==> src/rtl/udtmr_pkg.sv <==
// Shared types, constants and command codes of the up/down seconds timer.
package udtmr_pkg;

    // Timing
    localparam int unsigned TICK_MS       = 20;
    localparam int unsigned TICKS_PER_SEC = 1000 / TICK_MS;
    localparam int unsigned ACC_W         = 10;
    localparam int unsigned ACC_MAX       = (1 << ACC_W) - 1;

    // Beeper sequence
    localparam int unsigned BEEP_W        = 8;
    localparam int unsigned BEEP_PRESCALE = 20;
    localparam int unsigned BEEP_PHASES   = 25;

    // Field widths
    localparam int unsigned SEC_W    = 16;
    localparam int unsigned MODE_W   = 2;
    localparam int unsigned CMD_W    = 3;
    localparam int unsigned MISSED_W = 8;
    localparam int unsigned TONE_W   = 2;

    // Stream and configuration port widths
    localparam int unsigned S_DATA_W  = 16;
    localparam int unsigned M_DATA_W  = 32;
    localparam int unsigned CFG_IDX_W = 1;
    localparam int unsigned CFG_DATA_W = 16;

    // Mode register bits
    localparam int unsigned MODE_ALARM_BIT = 0;
    localparam int unsigned MODE_DOWN_BIT  = 1;

    // Configuration register indexes
    localparam logic [CFG_IDX_W-1:0] REG_MODE   = 1'b0;
    localparam logic [CFG_IDX_W-1:0] REG_TARGET = 1'b1;

    // Tone change codes
    localparam logic [TONE_W-1:0] TONE_NONE = 2'd0;
    localparam logic [TONE_W-1:0] TONE_ON   = 2'd1;
    localparam logic [TONE_W-1:0] TONE_OFF  = 2'd2;

    typedef enum logic [CMD_W-1:0] {
        CMD_TICK    = 3'd0,
        CMD_INIT    = 3'd1,
        CMD_START   = 3'd2,
        CMD_STOP    = 3'd3,
        CMD_SILENCE = 3'd4
    } cmd_t;

    // Timer state carried between the state register and the step logic
    typedef struct packed {
        logic [SEC_W-1:0]  seconds;
        logic [ACC_W-1:0]  acc;
        logic              running;
        logic              beeping;
        logic [BEEP_W-1:0] prescale;
        logic [BEEP_W-1:0] phase;
    } tmr_state_t;

    // Configuration seen by the step logic
    typedef struct packed {
        logic [MODE_W-1:0] mode;
        logic [SEC_W-1:0]  target;
    } tmr_cfg_t;

endpackage

==> src/rtl/up_down_seconds_timer_with_beeper_core.sv <==
// Up/down seconds timer with alarm beeper: state, result register and ports.
//
// Every command item returns exactly one result item. An item is taken in the
// cycle it arrives and its result shows on the m_ side in the next cycle, so
// the block sustains one item per clock; s_tready only drops while a result
// is held and m_tready is low. The command is applied by combinational logic
// between the state register and the result register. Configuration writes
// are always accepted (cfg_ready is tied high) and should be issued only
// while no command is in flight. Index 0 is the mode (bit 0 alarm at target,
// bit 1 count down), index 1 the unsigned target seconds.
module up_down_seconds_timer_with_beeper_core
    import udtmr_pkg::*;
(
    input  logic                  aclk,
    input  logic                  aresetn,
    // command items
    input  logic                  s_tvalid,
    output logic                  s_tready,
    input  logic [S_DATA_W-1:0]   s_tdata,   // [2:0] command, [10:3] missed_ticks, rest zero
    // result items
    output logic                  m_tvalid,
    input  logic                  m_tready,
    output logic [M_DATA_W-1:0]   m_tdata,   // [15:0] seconds_value, [25:16] sub_ticks,
                                             // [26] is_counting, [27] beeper_active,
                                             // [29:28] tone_change, rest zero
    // configuration writes
    input  logic                  cfg_valid,
    output logic                  cfg_ready,
    input  logic [CFG_IDX_W-1:0]  cfg_index,
    input  logic [CFG_DATA_W-1:0] cfg_data
);

    tmr_state_t          state_reg, state_next;
    tmr_cfg_t            cfg_reg;
    logic                m_valid_reg;
    logic [M_DATA_W-1:0] m_data_reg, m_data_next;
    logic [TONE_W-1:0]   tone;
    logic                s_accept;
    logic [CMD_W-1:0]    in_command;
    logic [MISSED_W-1:0] in_missed;

    assign in_command = s_tdata[CMD_W-1:0];
    assign in_missed  = s_tdata[CMD_W +: MISSED_W];
    assign s_tready   = !m_valid_reg || m_tready;
    assign s_accept   = s_tvalid && s_tready;
    assign cfg_ready  = 1'b1;
    assign m_tvalid   = m_valid_reg;
    assign m_tdata    = m_data_reg;

    udtmr_step u_step (
        .cur          (state_reg),
        .cfg          (cfg_reg),
        .command      (in_command),
        .missed_ticks (in_missed),
        .nxt          (state_next),
        .tone         (tone)
    );

    // Pack the result item
    assign m_data_next = {(M_DATA_W-SEC_W-ACC_W-2-TONE_W)'(0), tone,
                          state_next.beeping, state_next.running,
                          state_next.acc, state_next.seconds};

    // Configuration registers
    always_ff @(posedge aclk) begin
        if (!aresetn) begin
            cfg_reg <= '0;
        end else if (cfg_valid && cfg_ready) begin
            unique case (cfg_index)
                REG_MODE:   cfg_reg.mode   <= cfg_data[MODE_W-1:0];
                REG_TARGET: cfg_reg.target <= cfg_data[SEC_W-1:0];
                default:    cfg_reg <= cfg_reg;
            endcase
        end
    end

    // Advance the timer state on each accepted item
    always_ff @(posedge aclk) begin
        if (!aresetn) begin
            state_reg <= '0;
        end else if (s_accept) begin
            state_reg <= state_next;
        end
    end

    // Hold the result until taken
    always_ff @(posedge aclk) begin
        if (!aresetn) begin
            m_valid_reg <= 1'b0;
        end else if (s_accept) begin
            m_valid_reg <= 1'b1;
        end else if (m_tready) begin
            m_valid_reg <= 1'b0;
        end
    end

    always_ff @(posedge aclk) begin
        if (s_accept) begin
            m_data_reg <= m_data_next;
        end
    end

    // An accepted item always leaves a result waiting
    a_accept_gives_result: assert property (@(posedge aclk) disable iff (!aresetn)
        s_accept |=> m_valid_reg)
        else $error("accepted item produced no result");

    // The tone code never takes the unused value
    a_tone_code: assert property (@(posedge aclk) disable iff (!aresetn)
        m_valid_reg |-> (m_data_reg[SEC_W+ACC_W+2 +: TONE_W] != 2'd3))
        else $error("invalid tone code");

    // A start command leaves the timer running
    a_start_runs: assert property (@(posedge aclk) disable iff (!aresetn)
        (s_accept && (in_command == CMD_START)) |=> state_reg.running)
        else $error("start did not set running");

    // Only a tick can change the tone
    a_tone_only_tick: assert property (@(posedge aclk) disable iff (!aresetn)
        (s_accept && (in_command != CMD_TICK)) |=>
            (m_data_reg[SEC_W+ACC_W+2 +: TONE_W] == TONE_NONE))
        else $error("tone change on a non-tick command");

    // Reported state matches the stored state
    a_result_matches_state: assert property (@(posedge aclk) disable iff (!aresetn)
        s_accept |=> (m_data_reg[SEC_W-1:0] == state_reg.seconds)
                     && (m_data_reg[SEC_W +: ACC_W] == state_reg.acc))
        else $error("result does not match timer state");

endmodule

==> src/rtl/udtmr_step.sv <==
// Next-state logic of the timer: applies one command to the current state.
module udtmr_step
    import udtmr_pkg::*;
(
    input  tmr_state_t           cur,
    input  tmr_cfg_t             cfg,
    input  logic [CMD_W-1:0]     command,
    input  logic [MISSED_W-1:0]  missed_ticks,
    output tmr_state_t           nxt,
    output logic [TONE_W-1:0]    tone
);

    logic [ACC_W:0]    acc_sum;
    logic [ACC_W-1:0]  acc_sat;
    logic              sec_step;
    logic [SEC_W-1:0]  sec_run;
    logic [ACC_W-1:0]  acc_run;
    logic              alarm_hit;
    logic              down_zero;
    tmr_state_t        tk;
    logic [BEEP_W-1:0] phase_inc;
    logic              beep_edge;
    logic [TONE_W-1:0] tick_tone;

    // Accumulate ticks, saturate, take at most one second
    always_comb begin
        acc_sum  = {1'b0, cur.acc} + (ACC_W+1)'(missed_ticks) + (ACC_W+1)'(1);
        acc_sat  = (acc_sum > (ACC_W+1)'(ACC_MAX)) ? ACC_W'(ACC_MAX) : acc_sum[ACC_W-1:0];
        sec_step = (acc_sat >= ACC_W'(TICKS_PER_SEC));
        acc_run  = sec_step ? (acc_sat - ACC_W'(TICKS_PER_SEC)) : acc_sat;
        if (!sec_step) begin
            sec_run = cur.seconds;
        end else if (cfg.mode[MODE_DOWN_BIT]) begin
            sec_run = cur.seconds - SEC_W'(1);
        end else begin
            sec_run = cur.seconds + SEC_W'(1);
        end
        alarm_hit = cfg.mode[MODE_ALARM_BIT] && (sec_run == cfg.target)
                    && (sec_run != '0);
        down_zero = cfg.mode[MODE_DOWN_BIT] && (sec_run == '0);
    end

    // Tick: counting part, then beeper part
    always_comb begin
        tk = cur;
        if (cur.running) begin
            tk.seconds = sec_run;
            tk.acc     = acc_run;
            if (alarm_hit || down_zero) begin
                tk.beeping  = 1'b1;
                tk.phase    = '0;
                tk.prescale = '0;
            end
            if (down_zero) begin
                tk.running = 1'b0;
                tk.seconds = cfg.target;
                tk.acc     = '0;
            end
        end
        phase_inc = tk.phase + BEEP_W'(1);
        beep_edge = (tk.prescale == BEEP_W'(BEEP_PRESCALE)) || (tk.prescale == '0);
        tick_tone = TONE_NONE;
        if (tk.beeping) begin
            if (beep_edge) begin
                tk.prescale = '0;
                tk.phase    = phase_inc;
                tick_tone   = phase_inc[0] ? TONE_OFF : TONE_ON;
            end
            if (tk.phase == BEEP_W'(BEEP_PHASES)) begin
                tk.beeping = 1'b0;
            end
            tk.prescale = tk.prescale + BEEP_W'(1);
        end
    end

    // Decode the command
    always_comb begin
        nxt  = cur;
        tone = TONE_NONE;
        unique case (command)
            CMD_TICK: begin
                nxt  = tk;
                tone = tick_tone;
            end
            CMD_INIT: begin
                nxt.seconds = cfg.mode[MODE_DOWN_BIT] ? cfg.target : '0;
                nxt.acc     = '0;
                nxt.running = 1'b0;
                nxt.beeping = 1'b0;
            end
            CMD_START:   nxt.running = 1'b1;
            CMD_STOP:    nxt.running = 1'b0;
            CMD_SILENCE: nxt.beeping = 1'b0;
            default:     nxt = cur;
        endcase
    end

endmodule
==> config.mk <==
export PLATFORM = sky130hd
export DESIGN_NAME = up_down_seconds_timer_with_beeper_core
export DESIGN_NICKNAME = d
export VERILOG_FILES = /design/src/rtl/udtmr_pkg.sv /design/src/rtl/up_down_seconds_timer_with_beeper_core.sv /design/src/rtl/udtmr_step.sv
export SDC_FILE = /design/constraint.sdc
export NUM_CORES = 1
export LEC_CHECK = 0
export ABC_AREA = 1
export BUFFER_PORTS_ARGS = -buffer_cell sky130_fd_sc_hd__buf_2
export CAP_MARGIN = 20
export CORE_MARGIN = 1
export CORE_UTILIZATION = 60
export DETAILED_ROUTE_END_ITERATION = 10
export PLACE_DENSITY = 0.81
export SYNTH_ARGS = -nofsm -noshare
export SYNTH_HDL_FRONTEND = slang
export SYNTH_SLANG_ARGS = --single-unit
==> constraint.sdc <==
create_clock -name aclk -period 7.9 [get_ports aclk]
set_input_delay 2.37 -clock aclk [delete_from_list [all_inputs] [get_ports aclk]]
set_output_delay 2.37 -clock aclk [all_outputs]
set_load 0.005 [all_outputs]
==> summary.txt <==
CTS
  • Setup Buffers After CTS: 0
  • CTS H-tree depth: 3
  • Clock root cell: sky130_fd_sc_hd__clkbuf_16
  • Source-to-sink clock delay at the later pin of the worst-skew pair: between 0.3 and 0.4 ns
  • Clock tree from TritonCTS: done
  • Quantity of hold-fixing buffers added after cts: 0
  • Clock sink count: a little over 90
  • Number of buffers created by CTS: 9
  • CTS resizes: 0
  • Clock slew at the register clock pins of the worst setup and hold paths: ~0.070 ns
  • Max Root-Sink Buffers: 2

Yosys
  • Post-Synth Simple-Gate Area: 0.292
  • Library cell occupying the most area in the post-synthesis netlist: sky130_fd_sc_hd__dfxtp_1
  • Distinct cell type count of the synthesized netlist: 50
  • Compound-cell area share of the yosys netlist: 0.181
  • Synth Cell Area: 0.00683 mm²
  • Number of cells produced by synthesis: between 1000 and 1500
  • Most common cell in the synthesized netlist: sky130_fd_sc_hd__nand2_1
  • Synth async-reset ratio: 0
  • Yosys warns: 0
  • Number of synthesized flops with an enable pin: 30
  • Area share of the leading cell type in the synthesized netlist: 0.185
  • Post-synthesis average cell area: roughly 6.7 µm²
  • Main combinational cell family by area after synthesis: simple AND/OR/NAND/NOR gates
  • Sequential area share after synthesis: 0.317
  • Adder and majority cell fraction of the synthesized area: 0.0517
  • Number of synthesized register bits: 93
  • Top flip-flop cell by instance count after synthesis: sky130_fd_sc_hd__dfxtp_1
  • Share of cell area taken by muxes after synthesis: 0
  • Xor/xnor share of the synthesized area: 0.0372
  • Commonest cells post-synth: sky130_fd_sc_hd__nand2_1, sky130_fd_sc_hd__inv_1, sky130_fd_sc_hd__o21ai_0, sky130_fd_sc_hd__nand3_1, sky130_fd_sc_hd__a21oi_1
  • Largest cells by area after synthesis: sky130_fd_sc_hd__dfxtp_1, sky130_fd_sc_hd__nand2_1, sky130_fd_sc_hd__edfxtp_1, sky130_fd_sc_hd__inv_1, sky130_fd_sc_hd__o21ai_0

Run status
  • Status: finished clean

Critical path
  • Startpoint of the most critical register-to-register path: state_reg[18]
  • Critical setup path kind: in2reg
  • Data required time of the worst path: approximately 8.2 ns
  • Cell with the largest stage delay on the worst path: sky130_fd_sc_hd__nand2_2
  • Depth of the worst register-to-register path: 37
  • Cell seen most often among critical-path stages: sky130_fd_sc_hd__nand2_1
  • CP endpoint kind: register
  • Reg-to-Reg End: state_reg[14]
  • Maximum fanout along the worst path: 25
  • Worst R2R Setup Slack: about 2.7 ns
  • Startpoint class of the critical path: primary input
  • Worst endpoint data arrival time: a little over 7 ns
  • Delay of the slowest critical-path stage: ~0.42 ns

STA
  • Maximum frequency from static timing analysis: approximately 140 MHz
  • Tcrit/Tclk final: 0.879
  • Final hold viol count: 0
  • Setup repair after global routing missed its margin: false
  • Max_slew headroom: 0.354
  • Setup_tns: 0 ns
  • Shortest period the worst path allows: between 6 and 7 ns
  • Max Slew Vio Count: 0
  • Setup violations, final: 0
  • Worst-case clock skew: about 0.0058 ns
  • Actual transition at the worst max-transition pin: roughly 0.97 ns

Finish
  • Number of diodes: 0
  • Final #Nets: between 1000 and 1500
  • Final standard cell utilization of the core: 0.681
  • Number of flip-flops in the largest register: 44
  • Proportion of layout cells with a drive suffix above 1: 0.123
  • Relative area change from synthesis to final layout: 9.60%
  • Multi-input gate area in the final layout: between 0.003 and 0.004 mm²
  • Post-route standard cell area excluding fillers: around 0.0075 mm²
  • Fill count: roughly 1000
  • FF+latch area: about 0.0022 mm²

Worst hold path
  • Worst min-delay path startpoint: m_tvalid
  • Worst Hold Depth: 2
  • Type of the tightest min-delay check: reg2reg
  • Destination of the worst hold path: m_tvalid

Power and ir drop
  • Overall power after layout: roughly 0.0014 W
  • Combinational group share of total power: 0.283
  • Reported net switching power: 0.000463 W
  • Internal cell power: 0.000906 W
  • Power per cell area: about 180 mW/mm²
  • Worst IR Drop VDD: 0.132 mV
  • Clock share of power: 0.314
  • Seq pwr share: 0.402
  • Switching power share of the total: 0.338
  • Leakage Power: between 3 and 4 nW

Die
  • Placement row count: 38
  • Standard cell core area: approximately 0.011 mm²
  • Effective utilization at floorplan: 0.622
  • Die Y-Extent: about 110 µm
  • Boundary Pins: 73
  • Die area: around 0.012 mm²
  • Width of the die: 109 µm

Routing
  • Number of vias per cell after detailed routing: around 5.4
  • DRT antenna net count: 0
  • Vias: between 6000 and 7000
  • Average wire per standard cell: ~14 µm
  • Total detailed-routing wirelength: roughly 16000 µm
  • Pre-antenna DRT Iters: 5
  • DRC marker count from the first detailed-route iteration: 486
  • DRC violation count after routing: 0

Global routing
  • Remaining global-route overflow: 0
  • Met1 Resource Use GR: 0.421
  • Largest net degree at the start of global routing: 58
  • Peak-usage layer in the global routing report: met2
  • Met2 usage: 0.455
  • Grt met3 use: 0.0598
  • Wire length of the first global-routing pass: approximately 27000 µm
  • Overall global routing resource usage: 0.299
  • Via count of the first global-routing pass: between 5000 and 6000
  • Number of antenna violations at the first check in global routing: 0

Flow run
  • Max_cap viols: 0

Place
  • Number of port buffers: 64
  • DP HPWL: approximately 12000 µm
  • Dpl cell area: about 0.0072 mm²
  • Placer Congestion: approximately 0.91
==> power by group through the flow <==
| stage | logic [W] | registers (W) | clock network (W) |
|---|---|---|---|
| after floorplan | 0.000298 | 0.000558 | 0 |
| after global placement | 0.000374 | 0.000561 | 0 |
| after detailed placement | 0.000379 | 0.000561 | 0 |
| after CTS | 0.000383 | 0.000551 | 0.000438 |
| after global routing | 0.000441 | 0.000555 | 0.000459 |
| final | 0.000388 | 0.000551 | 0.000431 |
==> cell usage in the layout (no fill, tap or decap), drive strengths merged, types with 5 or more instances in the layout <==
cell / Yosys / layout
nand2: 278 / 278
inv: 165 / 165
o21ai: 89 / 89
nand3: 80 / 80
a21oi: 77 / 77
nor2: 72 / 72
buf: 14 / 72
dfxtp: 63 / 63
o211ai: 31 / 31
edfxtp: 30 / 30
ha: 25 / 25
xor2: 18 / 18
xnor2: 11 / 11
nand4: 9 / 9
clkbuf: 23 / 9
nand3b: 7 / 7
clkinv: 2 / 5
==> stage by stage <==
stage               worst slack, ns  instances  hold slack (ns)
floorplan                      1.68       1026            0.472
global placement              0.805       1201            0.499
detailed placement            0.699       1201            0.501
CTS                            1.06       1217            0.510
global route                  0.332       1217            0.539
finish                        0.953       1217            0.511
==> worst max-delay path: cells and delay by family <==
family,cells,cell delay [ns]
AND/OR/NAND/NOR,31,3.81
adder cells (fa/ha/maj),2,0.62
buffers and inverters,4,0.25
AO/OA/AOI/OAI,1,0.12
==> worst max-delay path by stage <==
stage	startpoint	endpoint	slack, ns	depth (start not counted)
5_1_grt	s_tdata[3]	state_reg[14]	0.33	38
4_1_cts	s_tdata[3]	state_reg[14]	1.06	38
3_5_place_dp	s_tdata[3]	state_reg[14]	0.70	38
3_3_place_gp	s_tdata[3]	state_reg[14]	0.81	38
6_report	s_tdata[3]	state_reg[14]	0.95	38
2_1_floorplan	s_tdata[3]	m_tdata[27]	1.68	37
==> cell families after synthesis <==
kind of cell	after synthesis
and+or+nand+nor	453
AOI/OAI and AO/OA	217
buffers and inverters	204
DFF	93
xor gates and xnor gates	29
adders and majority gates	27
other	2
==> per-layer routing <==
metal	vias up	share of wire
met5	-	0
met4	0	0.017
met3	22	0.069
met2	210	0.44
met1	2932	0.47
li1	3449	-
==> area by class of cell <==
type                            count  share of cell area
Multi-Input combinational cell    729               0.514
Clock buffer                        9              0.0301
Clock inverter                      7             0.00886
Sequential cell                    93               0.289
Inverter                          167              0.0838
Timing Repair Buffer               72              0.0508
Tap cell                          140              0.0234
(Power assumes the default switching activity.)
